`src/sv/stereo_linear_resampler_defines.svh`:
```
// ---------------------------------------------------------------------------
// Assertion macros for the stereo linear resampler.
// Each macro expands to one labeled concurrent assertion on clk and rst_n.
// ---------------------------------------------------------------------------
`ifndef STEREO_LINEAR_RESAMPLER_DEFINES_SVH
`define STEREO_LINEAR_RESAMPLER_DEFINES_SVH

// The property must hold in every cycle outside of reset.
`define SRL_CHECK(lbl, prop, msg) \
  lbl: assert property (@(posedge clk) disable iff (!rst_n) (prop)) else $error(msg);

// The consequent must hold in the cycle after the antecedent.
`define SRL_CHECK_NEXT(lbl, ante, cons, msg) \
  lbl: assert property (@(posedge clk) disable iff (!rst_n) (ante) |=> (cons)) else $error(msg);

`endif

```
`src/sv/srl_pkg.sv`:
```
// ---------------------------------------------------------------------------
// srl_pkg
// Widths, constants and shared types of the stereo linear resampler.
// ---------------------------------------------------------------------------
package srl_pkg;

  localparam int SAMPLE_W     = 24;
  localparam int PHASE_FRAC_W = 28;
  localparam int PHASE_W      = 33;
  localparam int STEP_W       = 32;
  localparam int DATA_W       = 2 * SAMPLE_W;
  localparam int MAX_OUTPUTS  = 16;
  localparam int CNT_W        = $clog2(MAX_OUTPUTS + 1);
  localparam int CFG_ADDR_W   = 1;
  localparam int CFG_DATA_W   = 32;

  localparam logic [PHASE_W-1:0] PHASE_ONE  = PHASE_W'(1) << PHASE_FRAC_W;
  localparam logic [STEP_W-1:0]  STEP_RESET = STEP_W'(1) << PHASE_FRAC_W;

  // Configuration register indexes.
  localparam logic [CFG_ADDR_W-1:0] REG_PHASE_STEP = 1'b0;
  localparam logic [CFG_ADDR_W-1:0] REG_BYPASS     = 1'b1;

  typedef logic signed [SAMPLE_W-1:0] sample_t;

  // Operands handed to one interpolation lane.
  typedef struct packed {
    sample_t                 a;
    sample_t                 b;
    logic [PHASE_FRAC_W-1:0] frac;
  } lane_in_t;

  // Control that travels alongside the lane operands.
  typedef struct packed {
    logic valid;
    logic last;
  } issue_t;

endpackage

```
`src/sv/srl_lane.sv`:
```
// ---------------------------------------------------------------------------
// srl_lane
// One channel of interpolation: a + floor((b - a) * frac / 2^28).
// ---------------------------------------------------------------------------
module srl_lane import srl_pkg::*; (
  input  logic     clk,
  input  logic     en,
  input  lane_in_t op,
  output sample_t  res
);

  logic signed [SAMPLE_W:0]                  diff;
  logic signed [PHASE_FRAC_W:0]              frac_s;
  logic signed [SAMPLE_W+PHASE_FRAC_W+1:0]   prod;
  logic signed [SAMPLE_W+PHASE_FRAC_W+1:0]   prod_r;
  sample_t                                   a_r;
  logic signed [SAMPLE_W+PHASE_FRAC_W+1:0]   shifted;
  logic signed [SAMPLE_W:0]                  q;
  logic signed [SAMPLE_W:0]                  sum;

  assign diff   = {op.b[SAMPLE_W-1], op.b} - {op.a[SAMPLE_W-1], op.a};
  assign frac_s = {1'b0, op.frac};
  assign prod   = diff * frac_s;

  // Product register; the add happens in the next stage.
  always_ff @(posedge clk) begin
    if (en) begin
      prod_r <= prod;
      a_r    <= op.a;
    end
  end

  // Arithmetic shift floors the quotient, matching round toward negative.
  assign shifted = prod_r >>> PHASE_FRAC_W;
  assign q       = shifted[SAMPLE_W:0];
  assign sum     = {a_r[SAMPLE_W-1], a_r} + q;
  assign res     = sum[SAMPLE_W-1:0];

endmodule

```
`src/sv/srl_merge.sv`:
```
// ---------------------------------------------------------------------------
// srl_merge
// Joins the two lane results into one output item and holds it until taken.
// ---------------------------------------------------------------------------
module srl_merge import srl_pkg::*; (
  input  logic              clk,
  input  logic              rst_n,
  input  issue_t            issue,
  input  sample_t           left_res,
  input  sample_t           right_res,
  output logic              advance,
  input  logic              out_tready,
  output logic              out_tvalid,
  output logic [DATA_W-1:0] out_tdata,
  output logic              out_tlast
);

  issue_t            s1_r;
  logic              out_valid_r;
  logic              out_last_r;
  logic [DATA_W-1:0] out_data_r;

  // The whole pipeline moves whenever the output register is free.
  assign advance = !out_valid_r || out_tready;

  always_ff @(posedge clk) begin
    if (!rst_n) begin
      s1_r        <= '0;
      out_valid_r <= 1'b0;
    end else if (advance) begin
      s1_r        <= issue;
      out_valid_r <= s1_r.valid;
    end
  end

  always_ff @(posedge clk) begin
    if (advance) begin
      out_last_r <= s1_r.last;
      out_data_r <= {right_res, left_res};
    end
  end

  assign out_tvalid = out_valid_r;
  assign out_tdata  = out_data_r;
  assign out_tlast  = out_last_r;

endmodule

```
`src/sv/stereo_linear_resampler.sv`:
```
// Each result passes the lane product register and then the output register; a stall
// at the output holds both. The phase sequencer issues one interpolation per cycle to
// both lanes unless the output stalls, and takes no new item until the current one ends.
// Reset is synchronous: phase_step 1.0, bypass off, previous frame zero, read
// position 1.0, so the first frame after reset only primes the previous frame.
// ---------------------------------------------------------------------------
// stereo_linear_resampler
// Linear interpolation sample rate converter for stereo Q1.23 frames.
// ---------------------------------------------------------------------------
`include "stereo_linear_resampler_defines.svh"

module stereo_linear_resampler import srl_pkg::*; (
  input  logic                  clk,
  input  logic                  rst_n,
  // Configuration write port.
  input  logic                  cfg_we,
  input  logic [CFG_ADDR_W-1:0] cfg_addr,
  input  logic [CFG_DATA_W-1:0] cfg_wdata,
  // Input frames.
  input  logic                  in_tvalid,
  output logic                  in_tready,
  input  logic [DATA_W-1:0]     in_tdata,   // [23:0] left_in, [47:24] right_in
  // Output frames.
  output logic                  out_tvalid,
  input  logic                  out_tready,
  output logic [DATA_W-1:0]     out_tdata,  // [23:0] left_out, [47:24] right_out
  output logic                  out_tlast
);

  // Configuration registers.
  logic [STEP_W-1:0]  step_r;
  logic               bypass_r;

  // Sequencer state. One item is worked on at a time: busy_r is set while
  // the current frame still has interpolations to issue.
  logic               busy_r,      busy_nxt;
  logic               byp_item_r;
  logic [CNT_W-1:0]   cnt_r,       cnt_nxt;
  logic [PHASE_W-1:0] phase_r,     phase_nxt;
  sample_t            prev_l_r,    prev_l_nxt;
  sample_t            prev_r_r,    prev_r_nxt;
  sample_t            cur_l_r;
  sample_t            cur_r_r;

  logic               in_accept;
  logic               advance;
  logic               phase_lt_one;
  logic [PHASE_W-1:0] phase_add;
  logic               cap_hit;

  issue_t             issue;
  lane_in_t           lane_l_in;
  lane_in_t           lane_r_in;
  sample_t            left_res;
  sample_t            right_res;

  assign in_tready = !busy_r;
  assign in_accept = in_tvalid && in_tready;

  // Configuration writes must arrive only while the block is idle; the block does not enforce it.
  always_ff @(posedge clk) begin
    if (!rst_n) begin
      step_r   <= STEP_RESET;
      bypass_r <= 1'b0;
    end else if (cfg_we) begin
      unique case (cfg_addr)
        REG_PHASE_STEP: step_r   <= cfg_wdata[STEP_W-1:0];
        REG_BYPASS:     bypass_r <= cfg_wdata[0];
        default:        ;
      endcase
    end
  end

  assign phase_lt_one = phase_r < PHASE_ONE;
  assign phase_add    = phase_r + {1'b0, step_r};
  assign cap_hit      = cnt_r == CNT_W'(MAX_OUTPUTS - 1);

  // Next-state logic of the sequencer. In bypass the frame is sent through
  // the lanes with both ends equal and a zero fraction, which reproduces it.
  always_comb begin
    busy_nxt   = busy_r;
    cnt_nxt    = cnt_r;
    phase_nxt  = phase_r;
    prev_l_nxt = prev_l_r;
    prev_r_nxt = prev_r_r;
    issue      = '0;
    lane_l_in  = '{a: prev_l_r, b: cur_l_r, frac: phase_r[PHASE_FRAC_W-1:0]};
    lane_r_in  = '{a: prev_r_r, b: cur_r_r, frac: phase_r[PHASE_FRAC_W-1:0]};

    if (busy_r) begin
      priority if (byp_item_r) begin
        lane_l_in = '{a: cur_l_r, b: cur_l_r, frac: '0};
        lane_r_in = '{a: cur_r_r, b: cur_r_r, frac: '0};
        if (advance) begin
          issue      = '{valid: 1'b1, last: 1'b1};
          prev_l_nxt = cur_l_r;
          prev_r_nxt = cur_r_r;
          busy_nxt   = 1'b0;
        end
      end else if (phase_lt_one) begin
        if (advance) begin
          issue.valid = 1'b1;
          issue.last  = cap_hit || !(phase_add < PHASE_ONE);
          if (issue.last) begin
            // The interval ends: step into the next one, or drop the rest
            // of it when the output cap cut it short.
            phase_nxt  = (phase_add < PHASE_ONE) ? '0 : phase_add - PHASE_ONE;
            prev_l_nxt = cur_l_r;
            prev_r_nxt = cur_r_r;
            cnt_nxt    = '0;
            busy_nxt   = 1'b0;
          end else begin
            phase_nxt = phase_add;
            cnt_nxt   = cnt_r + CNT_W'(1);
          end
        end
      end else begin
        // A large step left nothing to emit in this interval.
        phase_nxt  = phase_r - PHASE_ONE;
        prev_l_nxt = cur_l_r;
        prev_r_nxt = cur_r_r;
        busy_nxt   = 1'b0;
      end
    end
  end

  always_ff @(posedge clk) begin
    if (!rst_n) begin
      busy_r   <= 1'b0;
      cnt_r    <= '0;
      phase_r  <= PHASE_ONE;
      prev_l_r <= '0;
      prev_r_r <= '0;
    end else begin
      busy_r   <= busy_nxt || in_accept;
      cnt_r    <= cnt_nxt;
      phase_r  <= phase_nxt;
      prev_l_r <= prev_l_nxt;
      prev_r_r <= prev_r_nxt;
    end
  end

  // Frame capture; payload only, so no reset.
  always_ff @(posedge clk) begin
    if (in_accept) begin
      cur_l_r    <= in_tdata[SAMPLE_W-1:0];
      cur_r_r    <= in_tdata[DATA_W-1:SAMPLE_W];
      byp_item_r <= bypass_r;
    end
  end

  // Two identical lanes, one per channel.
  srl_lane u_lane_left (
    .clk (clk),
    .en  (advance),
    .op  (lane_l_in),
    .res (left_res)
  );

  srl_lane u_lane_right (
    .clk (clk),
    .en  (advance),
    .op  (lane_r_in),
    .res (right_res)
  );

  // The merge stage packs both channels into one output item.
  srl_merge u_merge (
    .clk        (clk),
    .rst_n      (rst_n),
    .issue      (issue),
    .left_res   (left_res),
    .right_res  (right_res),
    .advance    (advance),
    .out_tready (out_tready),
    .out_tvalid (out_tvalid),
    .out_tdata  (out_tdata),
    .out_tlast  (out_tlast)
  );

  // An accepted frame always leaves work for the sequencer.
  `SRL_CHECK_NEXT(a_accept_busy, in_accept, busy_r, "accepted item did not start the sequencer")
  // The result counter is cleared whenever the sequencer is idle.
  `SRL_CHECK(a_idle_cnt, !busy_r |-> cnt_r == '0, "result counter not cleared when idle")
  // The final result of an item releases the sequencer.
  `SRL_CHECK_NEXT(a_last_done, issue.valid && issue.last, !busy_r, "sequencer busy after last result")
  // No item yields more results than the cap.
  `SRL_CHECK(a_cnt_cap, cnt_r < CNT_W'(MAX_OUTPUTS), "result count beyond cap")

endmodule
```
`config.mk`:
```
export PLATFORM = sky130hd
export DESIGN_NAME = stereo_linear_resampler
export DESIGN_NICKNAME = d
export VERILOG_FILES = /design/src/sv/srl_pkg.sv /design/src/sv/srl_lane.sv /design/src/sv/srl_merge.sv /design/src/sv/stereo_linear_resampler.sv
export VERILOG_INCLUDE_DIRS = /design/src /design/src/sv
export SDC_FILE = /design/constraint.sdc
export NUM_CORES = 2
export LEC_CHECK = 0
export ABC_CLOCK_PERIOD_IN_PS = 13100
export BUFFER_PORTS_ARGS = -buffer_cell sky130_fd_sc_hd__buf_2
export CORE_ASPECT_RATIO = 0.7
export CORE_MARGIN = 8
export CORE_UTILIZATION = 60
export CTS_CLUSTER_DIAMETER = 80
export DETAILED_ROUTE_END_ITERATION = 6
export GPL_ROUTABILITY_DRIVEN = 1
export GPL_TIMING_DRIVEN = 0
export PLACE_DENSITY = 0.77
export SLEW_MARGIN = 20
export SYNTH_ARGS = -nofsm -noshare
export SYNTH_HDL_FRONTEND = slang
export SYNTH_SLANG_ARGS = --single-unit
```
`constraint.sdc`:
```
create_clock -name clk -period 13.1 [get_ports clk]
set_input_delay 0.655 -clock clk [delete_from_list [all_inputs] [get_ports clk]]
set_output_delay 0.655 -clock clk [all_outputs]
set_load 0.02 [all_outputs]
```
Word level (Yosys, flattened, before mapping)
Cells that the tools add are included.

Reduce and logical (&&, ||, !) cells: 12. Equal/unequal tests: 4. $add $sub $neg: 8. Mux-type cells: 28. $lt $le $gt $ge: 2. Bitwise gates (word level): 2. Multiply operators: 2.

Operator list (count): $mux 76 (4); $mux 24 (10); $mux 33 (4); $mul 25x29->52 (2); $lt 33x29->1 const B (2); $sub 33x29->33 const B (2); $sub 24x24->25 (2); $add 24x24->24 (2); $add 33x32->33 (1); $reduce_and 4->1 (2); $mux 1 (6); $mux 2 (3); $add 5x1->5 const B (1); $eq 5x4->1 const B (1); $mux 5 (1); $reduce_and 2->1 (2); $logic_not 1->1 (3); $logic_or 1x1->1 (3); $ne 3x2->1 const B (1); $reduce_and 3->1 (1); $ne 2x1->1 const B (1); $ne 2x2->1 const B (1); $not 1->1 (2); $logic_and 1x1->1 (1).

Word-level logic and storage cells: 77. Flip-flop bits (word level): 373.

Depth between registers and ports, before layout
Depth after elaboration: 10. Mapped depth: 46. Mapped depth without buffers: 41.

Modules after synthesis
From an unflattened synthesis, not the netlist that was laid out.

Cells, all modules: 6990. Area, all modules: 63510.9 um^2.

Modules (own cells, without submodules): srl_lane at u_lane_left (area an instance 27000.9 um^2, cells each 3089, seq. area each 1441.4 um^2, times used 1); srl_lane at u_lane_right (area an instance 25869.8 um^2, cells each 2861, seq. area each 1441.4 um^2, times used 1); stereo_linear_resampler (area an instance 9048.7 um^2, cells each 979, seq. area each 3873.7 um^2, times used 1); srl_merge (area an instance 1591.5 um^2, cells each 61, seq. area each 1531.5 um^2, times used 1).

Least setup slack after synthesis
OpenSTA, ideal clock, no wires.

Kind: flip-flop to flip-flop. From: register byp_item_r. To: register u_lane_left.prod_r[48] (data pin). Path buffers: 5. Cell stages (with the launch flop): 38. Data required time: 12840 ps. Arrival time: 10284 ps. Library setup time: 260 ps. Slack: 2556 ps. Path through: edfxtp_1 > nand2_1 > clkbuf_1 > clkbuf_1 > clkbuf_1 > clkbuf_1 > mux2i_1 > ha_1 > a21o_1 > o41ai_2 > o211ai_1 > a211o_1 > a31oi_1 > o21ai_0 > xnor2_1 > buf_2 > nor2_1 > fa_1 > (+2 left out) > fa_1 > fa_1 > fa_1 > inv_1 > fa_1 > inv_1 > ha_1 > a21o_1 > or4_1 > o22ai_1 > o21ai_0 > a21oi_1 > o21ai_1 > a21oi_1 > o21ai_1 > o21a_1 > nor2_1 > xnor2_1.

Word-level cells in the longest chain between the ends: 4.

Ends and longest elaborated chain: from (decl) (RTL line stereo_linear_resampler.sv:37) `logic byp_item_r;`; from (signal assigned) (RTL line stereo_linear_resampler.sv:148) `byp_item_r <= bypass_r;`; $mux 76 * (RTL line stereo_linear_resampler.sv:91) `priority if (byp_item_r) begin`; $mux 76 * (RTL line stereo_linear_resampler.sv:90) `if (busy_r) begin`; $sub 24x24->25 (RTL line srl_lane.sv:21) `assign diff = {op.b[SAMPLE_W-1], op.b} - {op.a[SAMPLE_W-1], op.a};`; $mul 25x29->52 * (RTL line srl_lane.sv:23) `assign prod = diff * frac_s;`; named net u_lane_left.prod[48] (RTL line srl_lane.sv:14) `logic signed [SAMPLE_W+PHASE_FRAC_W+1:0] prod;`; to (signal assigned) (RTL line srl_lane.sv:28) `prod_r <= prod;`; to (decl) (RTL line srl_lane.sv:15) `logic signed [SAMPLE_W+PHASE_FRAC_W+1:0] prod_r;`.

Mark *: on every way through the listed nets, which the timed path passes. The rest lies on a longest branch. A chain may end at the register's enable or synchronous reset.

Worst setup path after layout
From: register busy_r. To: register u_lane_left.prod_r[49] (data pin).

Word-level cells in the longest chain between the ends: 3.

Ends and longest elaborated chain: from (decl) (RTL line stereo_linear_resampler.sv:36) `logic busy_r, busy_nxt;`; from (signal assigned) (RTL line stereo_linear_resampler.sv:135) `busy_r <= busy_nxt || in_accept;`; $mux 76 * (RTL line stereo_linear_resampler.sv:90); $sub 24x24->25 (RTL line srl_lane.sv:21); $mul 25x29->52 * (RTL line srl_lane.sv:23); named net u_lane_left.prod[49] (RTL line srl_lane.sv:14).

Marks and branches as above.

==> tab_implementation.tex <==
\begin{tabular}{lr}
\hline
Metric & Value \\
\hline
\multicolumn{2}{l}{\textbf{Layout}} \\
\quad Proportion of layout cells with a drive suffix above 1 & 0.06116 \\
\quad Area overhead of the layout relative to synthesis & 7.094\% \\
\quad Nets & 8623 \\
\quad Final design instance area without fill & 64390 um2 \\
\quad FF+latch area & roughly 8300 um2 \\
\quad Area of combinational cells with multiple inputs & 45870 um2 \\
\quad Fill cell instance count of the final layout & between 8000 and 9000 \\
\multicolumn{2}{l}{\textbf{Yosys}} \\
\quad Async SR Flop Fraction & 0 \\
\quad Syn Inst Count & between 6000 and 7000 \\
\quad Number of enable-type register cells in the synthesized netlist & between 150 and 200 \\
\quad Area leader, netlist & sky130\_fd\_sc\_hd\_\_fa\_1 \\
\quad Leading cell types by total area after synthesis & sky130\_fd\_sc\_hd\_\_fa\_1 (40\%), sky130\_fd\_sc\_hd\_\_ha\_1 (11\%), sky130\_fd\_sc\_hd\_\_edfxtp\_1 (9.7\%) \\
\quad Part of the Yosys area used for sequential elements & 0.1378 \\
\quad Number of nets in the synthesized netlist & 8431 \\
\quad Top\_reg\_cell synth & sky130\_fd\_sc\_hd\_\_edfxtp\_1 \\
\quad Distinct cell type count after synthesis & 90 \\
\quad Netlist area before placement & roughly 60000 um2 \\
\quad Synthesized area per cell & around 9.1 um2 \\
\quad Synth top area share & 0.3972 \\
\quad YS warnings & 0 \\
\quad Post-synthesis sequential element count & roughly 320 \\
\multicolumn{2}{l}{\textbf{Min path}} \\
\quad Launch point of the worst hold path & in\_tdata[15] \\
\quad Number of stages on the worst hold path & 1 \\
\quad Worst-case hold path end point & cur\_l\_r[15] \\
\quad Path category of the worst min-delay check & input pin to flip-flop \\
\multicolumn{2}{l}{\textbf{Route}} \\
\quad Average detailed-routed wire length per instance & 24.86 um \\
\quad Number of nets with antenna violations after routing & 0 \\
\quad Drt first-iter violations & roughly 5200 \\
\quad DRT Wirelength & slightly above 200000 um \\
\quad Count of unresolved DRC violations after routing & 1 \\
\quad Vias after detailed routing & 47620 \\
\quad Via density per instance & a little under 6 \\
\quad Total iterations of the first detailed-routing run & 7 \\
\multicolumn{2}{l}{\textbf{Clocking}} \\
\quad CTS H-Tree Depth & 1 \\
\quad CTS clk-pin slew, worst paths & 0.07 ns \\
\quad Clock sink count & 317 \\
\quad Hold Buf Count CTS & 0 \\
\quad Number of buffers added by the clock tree synthesis step & 31 \\
\quad Clock network latency to the later pin of the worst-skew pair & between 0.6 and 0.7 ns \\
\quad CTS tree & built \\
\quad Maximum clock path buffer count & 3 \\
\quad Root Buffer & sky130\_fd\_sc\_hd\_\_clkbuf\_16 \\
\multicolumn{2}{l}{\textbf{Worst setup path}} \\
\quad Crit start category & flip-flop \\
\quad Worst Path Max Fanout & 19 \\
\quad Capture point of the worst reg-to-reg path & u\_lane\_left.prod\_r[49] \\
\quad Critical path start-end classification & flip-flop to flip-flop \\
\quad Endpoint type of the worst setup path & flip-flop \\
\quad Arrival time reported for the critical path endpoint & 13.16 ns \\
\quad Cell with the largest stage delay on the worst path & sky130\_fd\_sc\_hd\_\_fa\_1 \\
\quad Top cell by count, worst path & sky130\_fd\_sc\_hd\_\_fa\_1 \\
\quad R2r worst-path depth & 40 \\
\quad Reg2reg setup slack & $\sim$0.32 ns \\
\quad Slowest stage delay, CP & around 0.60 ns \\
\quad Worst path required time & 13.48 ns \\
\quad Reg-to-reg critical path startpoint & busy\_r \\
\multicolumn{2}{l}{\textbf{Status}} \\
\quad Run status & finished with violations \\
\quad Failing checks & DRC \\
\multicolumn{2}{l}{\textbf{Floorplanning}} \\
\quad Placement row count & 97 \\
\quad Io pins & $\sim$140 \\
\quad Initial standard-cell utilization of the core & 0.6034 \\
\quad X dimension of the die & about 400 um \\
\quad Standard cell core area & $\sim$100000 um2 \\
\quad Full die area & 110800 um2 \\
\quad Die extent in y & between 200 and 300 um \\
\multicolumn{2}{l}{\textbf{STA}} \\
\quad Final Hold Violating Endpoints & 0 \\
\quad Maximum clock skew at final layout & 0.03498 ns \\
\quad Number of failing setup endpoints in the final timing report & 0 \\
\quad Maximum clock rate & 0.07825 GHz \\
\quad Worst slew slack as a fraction of its limit & 0.1176 \\
\quad Final worst-path cycle share & 0.9755 \\
\quad Clock period minus final worst setup slack & about 13 ns \\
\quad Transition time at the pin with the least slew margin & roughly 1.3 ns \\
\quad Max-slew violation count & 0 \\
\multicolumn{2}{l}{\textbf{Placed design}} \\
\quad Final RePlAce weighted congestion & slightly above 1 \\
\quad Total placed instance area & roughly 63000 um2 \\
\quad HPWL after detailed placement & $\sim$170000 um \\
\quad Port bufs & 135 \\
\multicolumn{2}{l}{\textbf{GRT}} \\
\quad Number of antenna violations at the first check in global routing & 7 \\
\quad Maximum number of pins on one net before global-route repair & 92 \\
\quad Total routing usage reported by global routing & 0.3669 \\
\quad Total congestion overflow & 0 \\
\quad Global-route wire length before repair & 304800 um \\
\quad Number of global-route vias before repair & 49110 \\
\multicolumn{2}{l}{\textbf{Flow run}} \\
\quad Max-capacitance violation count & 0 \\
\multicolumn{2}{l}{\textbf{Power}} \\
\quad Leakage power & around 0.033 uW \\
\quad Worst ir drop on vdd & between 0.1 and 0.15 mV \\
\quad Sum of internal, switching and leakage power & a little over 4000 uW \\
\quad Power per standard cell area & 64.19 nW/um2 \\
\hline
\end{tabular}
[timing repair]
item / in CTS / in global routing
endpoints found under the setup margin: 48 / 23
resized for setup: 36 / 40
buffers inserted: 1 / 2
pin swaps: 1 / 0
[layout by cell type (no fill, tap or decap), types with 9 or more instances in the layout]
master	n
sky130_fd_sc_hd__a211oi_1	18
sky130_fd_sc_hd__a21boi_0	43
sky130_fd_sc_hd__a21o_1	59
sky130_fd_sc_hd__a21oi_1	139
sky130_fd_sc_hd__a22oi_1	27
sky130_fd_sc_hd__a31oi_1	10
sky130_fd_sc_hd__and2_1	91
sky130_fd_sc_hd__buf_2	156
sky130_fd_sc_hd__buf_6	15
sky130_fd_sc_hd__clkbuf_1	255
sky130_fd_sc_hd__clkbuf_16	33
sky130_fd_sc_hd__clkbuf_2	20
sky130_fd_sc_hd__dfxtp_1	123
sky130_fd_sc_hd__edfxtp_1	194
sky130_fd_sc_hd__fa_1	1193
sky130_fd_sc_hd__ha_1	535
sky130_fd_sc_hd__inv_1	1376
sky130_fd_sc_hd__mux2i_1	49
sky130_fd_sc_hd__nand2_1	1121
sky130_fd_sc_hd__nand2b_1	30
sky130_fd_sc_hd__nand3_1	57
sky130_fd_sc_hd__nand3_2	34
sky130_fd_sc_hd__nand4_1	15
sky130_fd_sc_hd__nor2_1	557
sky130_fd_sc_hd__nor2b_1	66
sky130_fd_sc_hd__nor3_1	37
sky130_fd_sc_hd__o211ai_1	13
sky130_fd_sc_hd__o21a_1	31
sky130_fd_sc_hd__o21ai_0	109
sky130_fd_sc_hd__o21ai_1	10
sky130_fd_sc_hd__o21ai_2	32
sky130_fd_sc_hd__o21bai_1	17
sky130_fd_sc_hd__o31ai_1	9
sky130_fd_sc_hd__or3_1	10
sky130_fd_sc_hd__xnor2_1	99
sky130_fd_sc_hd__xnor2_2	28
sky130_fd_sc_hd__xor2_1	40
sky130_fd_sc_hd__xor2_2	12
[registers in the layout (all words and copies together) (netlist names)]
signal,cells
u_merge.out_tdata,48
phase_r,33
step_r,32
cur_l_r,24
cur_r_r,24
prev_l_r,24
prev_r_r,24
u_lane_left.a_r,24
u_lane_left.prod_r,24
u_lane_right.a_r,24
u_lane_right.prod_r,24
cnt_r,5
u_merge.s1_r,2
busy_r,1
byp_item_r,1
bypass_r,1
u_merge.out_tlast,1
u_merge.out_tvalid,1
[kinds of logic (layout without fill, tap and decap cells)]
kind of cell	Yosys count	in the layout	synth area share
buffers and inverters	1690	1907	0.1072
multiplexers	50	50	0.008345
XOR/XNOR	183	183	0.02678
flip-flops	317	317	0.1378
AND/OR/NAND/NOR	2069	2069	0.1467
AO/OA/AOI/OAI	580	580	0.06451
adder cells (fa/ha/maj)	1728	1728	0.5086
other	0	2	0
[layout make-up]
| cell class | instances | share of cell area |
|---|---|---|
| Clock buffer | 37 | 0.01321 |
| Sequential cell | 317 | 0.1287 |
| Multi-Input combinational cell | 4610 | 0.7123 |
| Clock inverter | 21 | 0.003381 |
| Buffer | 312 | 0.02046 |
| Inverter | 1377 | 0.08039 |
| Timing Repair Buffer | 160 | 0.01545 |
| Tap cell | 1336 | 0.02596 |
| Antenna cell | 2 | 0.00007773 |
[worst max path at each step]
stage	from	to	slack, ns	cells after the start
3_3_place_gp	byp_item_r	u_lane_left.prod_r[51]	-2.74	38
4_1_cts	byp_item_r	u_lane_left.prod_r[49]	0.02	39
3_5_place_dp	byp_item_r	u_lane_left.prod_r[51]	-2.87	40
2_1_floorplan	byp_item_r	u_lane_left.prod_r[48]	2.56	37
5_1_grt	busy_r	u_lane_left.prod_r[49]	-0.04	39
6_report	busy_r	u_lane_left.prod_r[49]	0.32	40
[cells in the mapped netlist, types with 91 or more instances]
| cell type | number |
|---|---|
| sky130_fd_sc_hd__clkbuf_1 | 275 |
| sky130_fd_sc_hd__o21ai_0 | 113 |
| sky130_fd_sc_hd__ha_1 | 535 |
| sky130_fd_sc_hd__inv_1 | 1377 |
| sky130_fd_sc_hd__xnor2_1 | 130 |
| sky130_fd_sc_hd__dfxtp_1 | 123 |
| sky130_fd_sc_hd__nand2_1 | 1121 |
| sky130_fd_sc_hd__and2_1 | 91 |
| sky130_fd_sc_hd__a21oi_1 | 142 |
| sky130_fd_sc_hd__nor2_1 | 557 |
| sky130_fd_sc_hd__edfxtp_1 | 194 |
| sky130_fd_sc_hd__fa_1 | 1193 |
[report_power, final]
part	switching, uW	internal (uW)	leakage [uW]	total, uW
Clock	441	515	0.000509	956
Sequential	56.1	1220	0.00313	1280
Combinational	1340	564	0.0292	1900
[metal layers]
| layer | track usage | vias up | wire [um] |
|---|---|---|---|
| met4 | 0.1082 | 8 | 7361 |
| met2 | 0.5189 | 2985 | 81480 |
| li1 | - | 20450 | - |
| met3 | 0.1708 | 426 | 33800 |
| met5 | 0 | - | 50 |
| met1 | 0.5044 | 23760 | 80480 |
[critical path: cells and delay by family, from the launching register on]
kind	cells	cell delay [ns]
mux	1	0.29
fa+ha+maj	9	4.29
xor+xnor	1	0.46
flops	1	0.31
simple gates	7	1.67
buf+inv	7	2.08
compound gates	15	3.34
[stage by stage]
stage	utilization	hold WS, ns	setup slack, ns	TNS (ns)	instances
finish	0.6462	0.1921	0.3209	0	8172
floorplan	-	0.4081	2.556	0	6617
CTS	0.6446	0.1765	0.01630	0	8168
detailed placement	0.6325	0.4168	-2.865	-83.96	8110
global placement	0.6270	0.4127	-2.735	-84.47	8088
global route	0.6462	0.1734	-0.04138	-0.05391	8170
Power figures use the tool's default switching activity.
